`src/rtl/core/assert_macros.svh`:
```
// ----------------------------------------------------------------------------
// Assertion macros shared by the RTL of the checkerboard digit pad.
// Each macro checks a property on the rising edge of i_clk and is switched
// off while i_rst_n is low.
// ----------------------------------------------------------------------------
`ifndef ASSERT_MACROS_SVH
`define ASSERT_MACROS_SVH

// Checks that an antecedent is followed by a consequent (overlapping).
`define ASSERT_IMPLIES(label, ante, cons, msg) \
    label: assert property (@(posedge i_clk) disable iff (!i_rst_n) \
        (ante) |-> (cons)) else $error(msg);

// Checks that an antecedent is later followed by a consequent.
`define ASSERT_AFTER2(label, ante, cons, msg) \
    label: assert property (@(posedge i_clk) disable iff (!i_rst_n) \
        (ante) |-> ##2 (cons)) else $error(msg);

`endif

```
`src/rtl/core/scd_pkg.sv`:
```
// ----------------------------------------------------------------------------
// Checkerboard digit pad package
// Board tables, codes, shared types and mod-10 digit helpers.
// ----------------------------------------------------------------------------
package scd_pkg;

    // Operation kinds.
    localparam logic KIND_ENC = 1'b0;
    localparam logic KIND_DEC = 1'b1;

    // Status codes.
    localparam logic [1:0] STAT_OK   = 2'd0;
    localparam logic [1:0] STAT_TEXT = 2'd1;
    localparam logic [1:0] STAT_KEY  = 2'd2;
    localparam logic [1:0] STAT_CODE = 2'd3;

    // High digit of the top row.
    localparam logic [3:0] TOP_DIGIT = 4'hF;
    localparam logic [3:0] MAX_DIGIT = 4'd9;

    localparam int BOARD_SIZE = 31;

    // Letters of the board, row by row.
    localparam logic [15:0] BOARD_LETTER [BOARD_SIZE] = '{
        16'h0410, 16'h0418, 16'h0422, 16'h0415, 16'h0421, 16'h041D, 16'h041E,
        16'h0411, 16'h0412, 16'h0413, 16'h0414, 16'h0416, 16'h0417, 16'h041A,
        16'h041B, 16'h041C, 16'h041F,
        16'h0420, 16'h0423, 16'h0424, 16'h0425, 16'h0426, 16'h0427, 16'h0428,
        16'h0429, 16'h042A, 16'h042B,
        16'h042C, 16'h042D, 16'h042E, 16'h042F
    };

    // Code byte of each board cell: row digit, then column (ten coded as 0).
    localparam logic [7:0] BOARD_CODE [BOARD_SIZE] = '{
        8'hF1, 8'hF2, 8'hF3, 8'hF4, 8'hF5, 8'hF6, 8'hF7,
        8'h81, 8'h82, 8'h83, 8'h84, 8'h85, 8'h86, 8'h87, 8'h88, 8'h89, 8'h80,
        8'h91, 8'h92, 8'h93, 8'h94, 8'h95, 8'h96, 8'h97, 8'h98, 8'h99, 8'h90,
        8'h01, 8'h02, 8'h03, 8'h04
    };

    // Result of a letter lookup.
    typedef struct packed {
        logic       found;
        logic [7:0] code;
    } t_lookup;

    // Sum of two decimal digits, mod 10.
    function automatic logic [3:0] add_mod10(input logic [3:0] a, input logic [3:0] b);
        logic [4:0] s;
        s = {1'b0, a} + {1'b0, b};
        if (s >= 5'd10) begin
            s = s - 5'd10;
        end
        return s[3:0];
    endfunction

    // Difference of two decimal digits, mod 10.
    function automatic logic [3:0] sub_mod10(input logic [3:0] a, input logic [3:0] b);
        logic [4:0] d;
        if (a >= b) begin
            d = {1'b0, a} - {1'b0, b};
        end else begin
            d = {1'b0, a} + 5'd10 - {1'b0, b};
        end
        return d[3:0];
    endfunction

endpackage

```
`src/rtl/core/scd_lookup.sv`:
```
// ----------------------------------------------------------------------------
// Letter lookup
// Maps a code point to its checkerboard code byte, flagging unknown letters.
// ----------------------------------------------------------------------------
module scd_lookup (
    input  logic [15:0]           i_letter,
    output scd_pkg::t_lookup      o_result
);

    // Compare against every cell at once; at most one cell can match.
    always_comb begin
        o_result = '0;
        for (int i = 0; i < scd_pkg::BOARD_SIZE; i++) begin
            if (i_letter == scd_pkg::BOARD_LETTER[i]) begin
                o_result.found = 1'b1;
                o_result.code  = o_result.code | scd_pkg::BOARD_CODE[i];
            end
        end
    end

endmodule

```
`src/rtl/core/scd_digit.sv`:
```
// ----------------------------------------------------------------------------
// Digit arithmetic
// Adds or subtracts key digits mod 10, decodes the cipher and sets status.
// ----------------------------------------------------------------------------
module scd_digit (
    input  logic                  i_kind,
    input  logic [7:0]            i_cipher_code,
    input  scd_pkg::t_lookup      i_text,
    input  scd_pkg::t_lookup      i_key,
    output logic [7:0]            o_code,
    output logic [15:0]           o_letter,
    output logic [1:0]            o_status
);

    logic [3:0]  kh;
    logic [3:0]  kl;
    logic [3:0]  th;
    logic [3:0]  ch;
    logic [3:0]  cl;
    logic [7:0]  enc_code;
    logic [7:0]  dec_code;
    logic        malformed;
    logic        dec_found;
    logic [15:0] dec_letter;

    // Key digits: a top-row key uses its column digit for both.
    always_comb begin
        kl = i_key.code[3:0];
        kh = (i_key.code[7:4] == scd_pkg::TOP_DIGIT) ? kl : i_key.code[7:4];
    end

    // Encryption: the top-row marker of the text passes unchanged.
    always_comb begin
        th = i_text.code[7:4];
        enc_code[7:4] = (th == scd_pkg::TOP_DIGIT) ? th : scd_pkg::add_mod10(th, kh);
        enc_code[3:0] = scd_pkg::add_mod10(i_text.code[3:0], kl);
    end

    // Decryption: check the cipher byte, then subtract the key digits.
    always_comb begin
        ch = i_cipher_code[7:4];
        cl = i_cipher_code[3:0];
        malformed = ((ch > scd_pkg::MAX_DIGIT) && (ch != scd_pkg::TOP_DIGIT)) ||
                    (cl > scd_pkg::MAX_DIGIT);
        dec_code[7:4] = (ch == scd_pkg::TOP_DIGIT) ? ch : scd_pkg::sub_mod10(ch, kh);
        dec_code[3:0] = scd_pkg::sub_mod10(cl, kl);
    end

    // Reverse lookup of the recovered code; empty cells do not match.
    always_comb begin
        dec_found  = 1'b0;
        dec_letter = '0;
        for (int i = 0; i < scd_pkg::BOARD_SIZE; i++) begin
            if (dec_code == scd_pkg::BOARD_CODE[i]) begin
                dec_found  = 1'b1;
                dec_letter = dec_letter | scd_pkg::BOARD_LETTER[i];
            end
        end
    end

    // Status in priority order; any error zeroes the result fields.
    always_comb begin
        o_code   = '0;
        o_letter = '0;
        o_status = scd_pkg::STAT_OK;
        if ((i_kind == scd_pkg::KIND_ENC) && !i_text.found) begin
            o_status = scd_pkg::STAT_TEXT;
        end else if (!i_key.found) begin
            o_status = scd_pkg::STAT_KEY;
        end else if (i_kind == scd_pkg::KIND_ENC) begin
            o_code = enc_code;
        end else if (malformed || !dec_found) begin
            o_status = scd_pkg::STAT_CODE;
        end else begin
            o_code   = dec_code;
            o_letter = dec_letter;
        end
    end

endmodule

```
`src/rtl/core/straddling_checkerboard_digit_pad.sv`:
```
// ----------------------------------------------------------------------------
// Straddling checkerboard digit pad
// Encrypts or decrypts one letter per transaction over a fixed Cyrillic board.
// ----------------------------------------------------------------------------
//  Channel   Handshake                    Payload
//  input     start, accepted when !busy   i_kind, i_text_letter, i_cipher_code,
//                                         i_key_letter
//  result    o_valid, one-cycle strobe    o_code, o_letter, o_status
//
//  One transaction is accepted per cycle outside reset; its result strobes
//  after the input register and the result register.
//  busy is high only while i_rst_n is low.
//  Reset is synchronous and clears both valid flags.
//  The receiver cannot stall: each result is shown for exactly one cycle.
// ----------------------------------------------------------------------------
`include "assert_macros.svh"

module straddling_checkerboard_digit_pad (
    input  logic        i_clk,
    input  logic        i_rst_n,
    input  logic        start,
    output logic        busy,
    input  logic        i_kind,
    input  logic [15:0] i_text_letter,
    input  logic [7:0]  i_cipher_code,
    input  logic [15:0] i_key_letter,
    output logic        o_valid,
    output logic [7:0]  o_code,
    output logic [15:0] o_letter,
    output logic [1:0]  o_status
);

    logic        r_vld;
    logic        r_kind;
    logic [15:0] r_text;
    logic [7:0]  r_ciph;
    logic [15:0] r_key;

    logic        r_out_vld;
    logic [7:0]  r_code;
    logic [15:0] r_letter;
    logic [1:0]  r_status;

    logic [7:0]  n_code;
    logic [15:0] n_letter;
    logic [1:0]  n_status;

    scd_pkg::t_lookup text_lk;
    scd_pkg::t_lookup key_lk;

    // The block takes a transaction in every cycle outside reset.
    assign busy = !i_rst_n;

    // Input register.
    always_ff @(posedge i_clk) begin
        if (!i_rst_n) begin
            r_vld <= 1'b0;
        end else begin
            r_vld <= start;
        end
        if (start && !busy) begin
            r_kind <= i_kind;
            r_text <= i_text_letter;
            r_ciph <= i_cipher_code;
            r_key  <= i_key_letter;
        end
    end

    // Board lookups for the text and key letters.
    scd_lookup u_text_lookup (
        .i_letter (r_text),
        .o_result (text_lk)
    );

    scd_lookup u_key_lookup (
        .i_letter (r_key),
        .o_result (key_lk)
    );

    // Digit arithmetic and cipher decoding.
    scd_digit u_digit (
        .i_kind        (r_kind),
        .i_cipher_code (r_ciph),
        .i_text        (text_lk),
        .i_key         (key_lk),
        .o_code        (n_code),
        .o_letter      (n_letter),
        .o_status      (n_status)
    );

    // Result register.
    always_ff @(posedge i_clk) begin
        if (!i_rst_n) begin
            r_out_vld <= 1'b0;
        end else begin
            r_out_vld <= r_vld;
        end
        if (r_vld) begin
            r_code   <= n_code;
            r_letter <= n_letter;
            r_status <= n_status;
        end
    end

    assign o_valid  = r_out_vld;
    assign o_code   = r_code;
    assign o_letter = r_letter;
    assign o_status = r_status;

    // Every accepted transaction strobes a result after the input and result registers.
    `ASSERT_AFTER2(a_result_follows, start && !busy, o_valid, "result strobe missing")

    // An error result carries no code and no letter.
    `ASSERT_IMPLIES(a_error_zero, o_valid && (o_status != scd_pkg::STAT_OK),
        (o_code == 8'h00) && (o_letter == 16'h0000), "error result not zeroed")

    // An encryption result never carries a letter.
    `ASSERT_IMPLIES(a_enc_no_letter, o_valid && ($past(i_kind, 2) == scd_pkg::KIND_ENC),
        o_letter == 16'h0000, "encryption result carries a letter")

    // A successful decryption always recovers a letter on the board.
    `ASSERT_IMPLIES(a_dec_letter, o_valid && ($past(i_kind, 2) == scd_pkg::KIND_DEC) &&
        (o_status == scd_pkg::STAT_OK), o_letter != 16'h0000, "decryption lost its letter")

endmodule

```
`config.mk`:
```
export PLATFORM = sky130hd
export DESIGN_NAME = straddling_checkerboard_digit_pad
export DESIGN_NICKNAME = d
export VERILOG_FILES = /design/src/rtl/core/scd_pkg.sv /design/src/rtl/core/scd_lookup.sv /design/src/rtl/core/scd_digit.sv /design/src/rtl/core/straddling_checkerboard_digit_pad.sv
export VERILOG_INCLUDE_DIRS = /design/src /design/src/rtl/core
export SDC_FILE = /design/constraint.sdc
export NUM_CORES = 1
export LEC_CHECK = 0
export BUFFER_PORTS_ARGS = -buffer_cell sky130_fd_sc_hd__buf_2
export CORE_UTILIZATION = 55
export DETAILED_ROUTE_END_ITERATION = 12
export GPL_TIMING_DRIVEN = 0
export PLACE_DENSITY = 0.87
export SKIP_CTS_REPAIR_TIMING = 1
export SLEW_MARGIN = 5
export SYNTH_ARGS = -nofsm -noshare
export SYNTH_HDL_FRONTEND = slang
export SYNTH_SLANG_ARGS = --single-unit
```
`constraint.sdc`:
```
create_clock -name i_clk -period 5.1 [get_ports i_clk]
set_input_delay 1.02 -clock i_clk [delete_from_list [all_inputs] [get_ports i_clk]]
set_output_delay 1.02 -clock i_clk [all_outputs]
set_load 0.01 [all_outputs]
```
==> metrics.txt, run 1 <==
final WL 10580 um; Logic pwr share 0.206; post-DP HPWL 7912 um; unrepaired setup endpoints after global routing false; Root Driver clkbuf_8; CP top delay family compound AO/OA/AOI/OAI gates; initial antenna violation count 0; relative slew slack 0.4074; final instance area 5520 um2; Synth Instances 500; CP Max Fanout 10; path depth of the worst reg2reg path 19; Area Growth Syn to Fin 16.04%; DP Worst Slack -258.3 ps; status finished clean; Max Freq 0.2071 GHz; Skew-Pair Late Insertion Delay 350 ps; max-slew violation count 0; htree depth 3; Tmin final 4828 ps; most frequent cells in the layout 67 x buf_2, 58 x edfxtp_1, 45 x nor2_1; Psw 0.0003919 W; antenna cells 0; synthesis warning total 0; cts bufs inserted 9; vias after detailed routing 4120; GR Overflow Total 0; CP dominant cell by count buf_2; Max IR drop VDD 0.1798 mV; internal power 0.0009065 W; worst reg2reg endpoint o_code[3]$_SDFFCE_PP0P_; Die Width 95 um; share of post-route cells with drive strength above 1 0.2318; Leak 2.146 nW; Register-to-Register Setup Slack 270 ps; area post-placement 5230 um2; NumNets Final 662; Netlist cell types 81; critical path class register to register; Critical R2R Launch r_key[2]$_DFFE_PP_; Crit. End Element register; fin crit share 0.9468; die area 9025 um2; setup ws final 271.5 ps; CTS clk-pin slew, worst paths 90 ps; Port Buffers 62; CP arrival 4900 ps; setup TNS 0 ps; # clock sinks 60; Seq cells post-synth 60; CP Data Required Time 5170 ps; num rows 33; drc violations 0; die height 95 um; worst slew pin tran 888.9 ps; PD cells 235.2 nW/um2; final hold slack 830.6 ps; global-route wire length before repair 17230 um; hold_sp r_vld$_SDFF_PN0_; sequential share of the synthesized area 0.3745; DRT iter0 DRCs 202; Routed wire per std cell 15.20 um; Routability Congestion 0.9218; Mean Syn Cell Area 9.514 um2; DR pass1 iterations 5; area of the mapped netlist 4757 um2; Max Buffers Root-to-Sink 2; routed vias/inst 5.920; Sequential Power Share 0.456; part of the power in the clock network 0.338; critical path cell sequence buf_2, and2_1, a21oi_2, a21oi_1, a31oi_1, o32ai_1, a221o_1, buf_4, ha_1, fa_1, a21boi_2, o21ai_2, buf_2, o22ai_1, a2111oi_2, o211ai_2, nand4_2, buf_6, o22ai_2; Crit-path slowest cell a2111oi_2; Core Area 8299 um2; commonest non-fill, non-tap cell in the layout buf_2; initial core utilization 0.5732; Sw Ratio 0.3018; ys async rst share 0; CP Launch Type register; Post-synth EDFFs 58; Final setup viols 0; largest net degree at the start of global routing 42; Buf/Inv on CP 4; max incr delay on CP 450 ps; CTS tree yes; Fin. Hold Viols 0; max cap viols 0; Hold Path Depth 0; hold worst-path end o_code[5]$_SDFFCE_PP0P_; Synth Flop Type edfxtp_1; antenna-violating nets left 0; Total GRT Usage 0.2485; I/O pin total 72; Post-Route Skew 18.46 ps; Worst Hold Class register to register; vias in the first global route 3751
layer usage:
layer	up-vias	track usage	routed length, um
met1	1915	0.3134	4468
met5	-	0	0
met3	22	0.05797	724
li1	1999	-	-
met2	184	0.4155	5177
met4	0	0.08712	210
worst reg2reg max path: cells and delay by family (launching register included):
kind            cells  cell delay, ps
compound gates     11            2280
buf+inv             4             820
fa+ha+maj           2             650
flops               1             430
simple gates        2             370
metrics by stage:
step,utilization,total power [W],instances
floorplan,-,0.0007887,508
global placement,0.6300,0.0008518,675
detailed placement,0.6302,0.0008595,675
CTS,0.6542,0.001292,691
global route,0.6652,0.001357,696
finish,0.6652,0.001298,696
Yosys cell counts (3+ instances only):
master,count,area (um2)
buf_2,4,20.02
buf_4,10,75.07
nor2_1,48,180.2
inv_1,33,123.9
fa_1,8,160.2
nand3_1,5,25.02
o21a_1,3,22.52
edfxtp_1,58,1742
a311oi_1,3,26.28
o211ai_1,8,60.06
o22ai_1,6,37.54
a211oi_1,9,67.56
o22ai_2,4,50.05
a31oi_2,4,50.05
or3_1,5,31.28
nor3_1,12,60.06
nor4_1,3,18.77
a21oi_1,33,165.2
nand2_1,34,127.6
mux2_2,3,33.78
a22oi_1,3,22.52
xor2_1,7,61.31
nor2b_1,16,100.1
nand2b_1,9,56.30
a31oi_1,10,62.56
ha_1,24,300.3
and3_1,3,18.77
nand3b_1,3,22.52
clkbuf_1,11,41.29
or2_2,3,18.77
o21ai_0,25,125.1
xnor2_1,14,122.6
o211a_1,3,30.03
and2_1,11,68.82
a21o_1,8,60.06
worst max-delay path by stage:
| stage | start | slack [ps] | end | depth (start not counted) |
|---|---|---|---|---|
| 2_1_floorplan | r_key[9]$_DFFE_PP_ | 650 | o_letter[3]$_SDFFCE_PP0P_ | 20 |
| 3_3_place_gp | r_key[9]$_DFFE_PP_ | -170 | o_code[2]$_SDFFCE_PP0P_ | 20 |
| 3_5_place_dp | r_key[9]$_DFFE_PP_ | -260 | o_code[3]$_SDFFCE_PP0P_ | 20 |
| 4_1_cts | r_key[13]$_DFFE_PP_ | -310 | o_code[3]$_SDFFCE_PP0P_ | 20 |
| 5_1_grt | r_key[13]$_DFFE_PP_ | 4 | o_code[3]$_SDFFCE_PP0P_ | 22 |
| 6_report | r_key[2]$_DFFE_PP_ | 270 | o_code[3]$_SDFFCE_PP0P_ | 19 |
registers in the layout, indices dropped and copies added (netlist names):
register  count
r_key        16
r_text       16
o_code        8
r_ciph        8
o_letter      7
o_status      2
o_valid       1
r_kind        1
r_vld         1
cell families (layout without fill, tap and decap cells):
group                      after synthesis  count (layout)  synth area share
and+or+nand+nor                        163             163            0.1718
AOI/OAI and AO/OA                      156             156            0.2417
buffers and inverters                   61             144           0.05865
DFF                                     60              60            0.3745
adders and majority gates               32              32           0.09679
xor gates and xnor gates                22              22           0.04445
muxes                                    5               5           0.01131
other                                    1               9         0.0007883
power groups by stage:
stage	sequential (W)	clock [W]	combinational (W)
6_report	0.000592	0.000439	0.000267
5_1_grt	0.000596	0.000467	0.000294
4_1_cts	0.000591	0.000442	0.000258
3_5_place_dp	0.000602	0	0.000257
3_3_place_gp	0.000601	0	0.000251
2_1_floorplan	0.000602	0	0.000186
final cells by class:
| type | count | area (um2) |
|---|---|---|
| inverters | 34 | 127.6 |
| multi-input cells | 387 | 2779 |
| flip-flops and latches | 60 | 1782 |
| fillers | 652 | 2779 |
| clock inverters | 7 | 75.07 |
| clock buffers | 9 | 123.9 |
| repair buffers | 67 | 347.8 |
| plain buffers | 27 | 153.9 |
| well taps | 105 | 131.4 |
(Power assumes the default switching activity.)
==> run 2, diff against run 1 <==
--- a/config.mk
+++ b/config.mk
@@ -10,7 +10,7 @@
 export CORE_UTILIZATION = 55
 export DETAILED_ROUTE_END_ITERATION = 12
 export GPL_TIMING_DRIVEN = 0
-export PLACE_DENSITY = 0.87
+export PLACE_DENSITY_LB_ADDON = 0.2
 export SKIP_CTS_REPAIR_TIMING = 1
 export SLEW_MARGIN = 5
 export SYNTH_ARGS = -nofsm -noshare
==> run 2 against run 1 <==
Effect of this change: critical path depth grew 3; clock-buffer cell count grew 2; sequential cell count is the same; clock power grew 6.2%; final cell count grew 0.14%; worst setup slack lost 7.2 ps; core utilization grew 0.21 points; die area is the same; non-clock buffer count grew 1; clock skew shrank 5.8 ps; register-to-register slack is essentially flat; critical endpoint is now o_letter[3]$_SDFFCE_PP0P_; largest power group unchanged.
==> metrics.txt, run 2 (synthesis gave the netlist of run 1 again) <==
status finished clean (unchanged); Total GRT Usage 0.2639 (was 0.2485); cts bufs inserted 9 (unchanged); htree depth 3 (unchanged); Post-Route Skew 12.65 ps (was 18.46 ps); # clock sinks 60 (unchanged); die height 95 um (unchanged); Max Buffers Root-to-Sink 2 (unchanged); # fillers 701 (was 652); vias after detailed routing 4168 (was 4120); CP Data Required Time 5280 ps (was 5170 ps); WP depth 22 (was 19); worst setup path endpoint o_letter[3]$_SDFFCE_PP0P_ (was o_code[3]$_SDFFCE_PP0P_); CP Max Fanout 10 (unchanged); DRT iter0 DRCs 232 (was 202); unrepaired setup endpoints after global routing false (unchanged); max-slew violation count 0 (unchanged); Critical R2R Launch r_key[2]$_DFFE_PP_ (unchanged); worst reg2reg endpoint o_letter[3]$_SDFFCE_PP0P_ (was o_code[3]$_SDFFCE_PP0P_); Max IR drop VDD 0.1643 mV (was 0.1798 mV); Max Freq 0.2068 GHz (was 0.2071 GHz); relative slew slack 0.4091 (was 0.4074); routed vias/inst 5.980 (was 5.920); max cap viols 0 (unchanged); most frequent cells in the layout 68 x buf_2, 58 x edfxtp_1, 45 x nor2_1 (was 67 x buf_2, 58 x edfxtp_1, 45 x nor2_1); Die Width 95 um (unchanged); Leak 2.149 nW (was 2.146 nW); antenna cells 0 (unchanged); Setup crit start r_key[2]$_DFFE_PP_ (unchanged); Core Area 8299 um2 (unchanged); share of post-route cells with drive strength above 1 0.2297 (was 0.2318); PD cells 240.7 nW/um2 (was 235.2 nW/um2); commonest non-fill, non-tap cell in the layout buf_2 (unchanged); Worst Hold Class input pin to register (was register to register); post-DP HPWL 8575 um (was 7912 um); Area Growth Syn to Fin 16.41% (was 16.04%); setup ws final 264.3 ps (was 271.5 ps); Tmin final 4836 ps (was 4828 ps); num rows 33 (unchanged); CP Launch Type register (unchanged); Root Driver clkbuf_8 (unchanged); CTS tree yes (unchanged); I/O pin total 72 (unchanged); DP Worst Slack -230.9 ps (was -258.3 ps); NumNets Final 663 (was 662); Skew-Pair Late Insertion Delay 330 ps (was 350 ps); die area 9025 um2 (unchanged); Final setup viols 0 (unchanged); Regs by FF count r_key x16, r_text x16 (unchanged); final WL 11300 um (was 10580 um); vias in the first global route 3893 (was 3751); Routability Congestion 0.9607 (was 0.9218); Crit. End Element register (unchanged); critical path class register to register (unchanged); CP top delay family compound AO/OA/AOI/OAI gates (unchanged); GR Overflow Total 0 (unchanged); largest net degree at the start of global routing 42 (unchanged); Fin. Hold Viols 0 (unchanged); worst slew pin tran 886.4 ps (was 888.9 ps); global-route wire length before repair 18360 um (was 17230 um); DR pass1 iterations 5 (unchanged); max incr delay on CP 530 ps (was 450 ps); drc violations 0 (unchanged); initial core utilization 0.5732 (unchanged); CP arrival 5010 ps (was 4900 ps); Routed wire per std cell 16.21 um (was 15.20 um); Port Buffers 62 (unchanged); Crit-path slowest cell fa_1 (was a2111oi_2); CTS clk-pin slew, worst paths 80 ps (was 90 ps); initial antenna violation count 0 (unchanged); path depth of the worst reg2reg path 22 (was 19); fin crit share 0.9482 (was 0.9468); Register-to-Register Setup Slack 260 ps (was 270 ps); critical path cell sequence buf_2, and2_1, a21oi_2, a21oi_1, a31oi_1, o32ai_1, a221o_1, a32o_1, ha_1, inv_1, ha_1, inv_1, fa_1, nand2b_1, a311oi_2, o21ai_2, a211oi_1, a32oi_1, o211ai_2, nand4_2, buf_6, a31oi_2 (was buf_2, and2_1, a21oi_2, a21oi_1, a31oi_1, o32ai_1, a221o_1, buf_4, ha_1, fa_1, a21boi_2, o21ai_2, buf_2, o22ai_1, a2111oi_2, o211ai_2, nand4_2, buf_6, o22ai_2); antenna-violating nets left 0 (unchanged); final hold slack 855.9 ps (was 830.6 ps); Buf/Inv on CP 4 (unchanged)
## run 2: cell types whose count changed in the layout (fill, tap and decap cells not counted), sizes merged
cell and delta:
buf +2, bufinv +1, clkbuf +1, clkinv -2
clkinvlp +1, inv -2
## run 2: worst min-delay path by stage
stage	startpoint	end	cells past startpoint	slack (ps)
after global placement	r_vld$_SDFF_PN0_	o_letter[5]$_SDFFCE_PP0P_	0	830
after CTS	i_cipher_code[4]	r_ciph[4]$_DFFE_PP_	1	840
after floorplan	r_vld$_SDFF_PN0_	o_code[0]$_SDFFCE_PP0P_	0	710
after global routing	i_key_letter[0]	r_key[0]$_DFFE_PP_	1	840
after detailed placement	r_vld$_SDFF_PN0_	o_letter[3]$_SDFFCE_PP0P_	0	850
final	i_key_letter[0]	r_key[0]$_DFFE_PP_	1	860
## run 2: through the flow
step | cells | power [W] | util | cell area [um2] | TNS, ps
after floorplan | 508 | 0.0007887 | - | 4787 | 0
after global placement | 675 | 0.0008582 | 0.6300 | 5229 | -2386
after detailed placement | 675 | 0.0008636 | 0.6302 | 5230 | -2442
after CTS | 691 | 0.001325 | 0.6552 | 5438 | -2569
after global routing | 697 | 0.001390 | 0.6673 | 5538 | 0
final | 697 | 0.001333 | 0.6673 | 5538 | 0
## run 2: layout make-up
cell class | count | area (um2) | share of cell area
clock buffers | 11 | 131.4 | 0.02372
multi-input cells | 387 | 2780 | 0.5020
repair buffers | 68 | 355.3 | 0.06417
flip-flops and latches | 60 | 1782 | 0.3217
inverters | 34 | 127.6 | 0.02305
well taps | 105 | 131.4 | 0.02372
clock inverters | 5 | 76.32 | 0.01378
plain buffers | 27 | 153.9 | 0.02779
## run 2: power breakdown
part | internal (W) | total [W] | switching (W)
Combinational | 0.000106 | 0.000275 | 0.000169
Clock | 0.000273 | 0.000466 | 0.000192
Sequential | 0.000574 | 0.000592 | 0.0000179
## run 2: metal layers
metal | wire length, um | part of all wire | track usage
met2 | 5778 | 0.51 | 0.4682
met4 | 187 | 0.017 | 0.09848
met3 | 632 | 0.056 | 0.04348
met5 | 0 | 0 | 0
met1 | 4698 | 0.42 | 0.3188
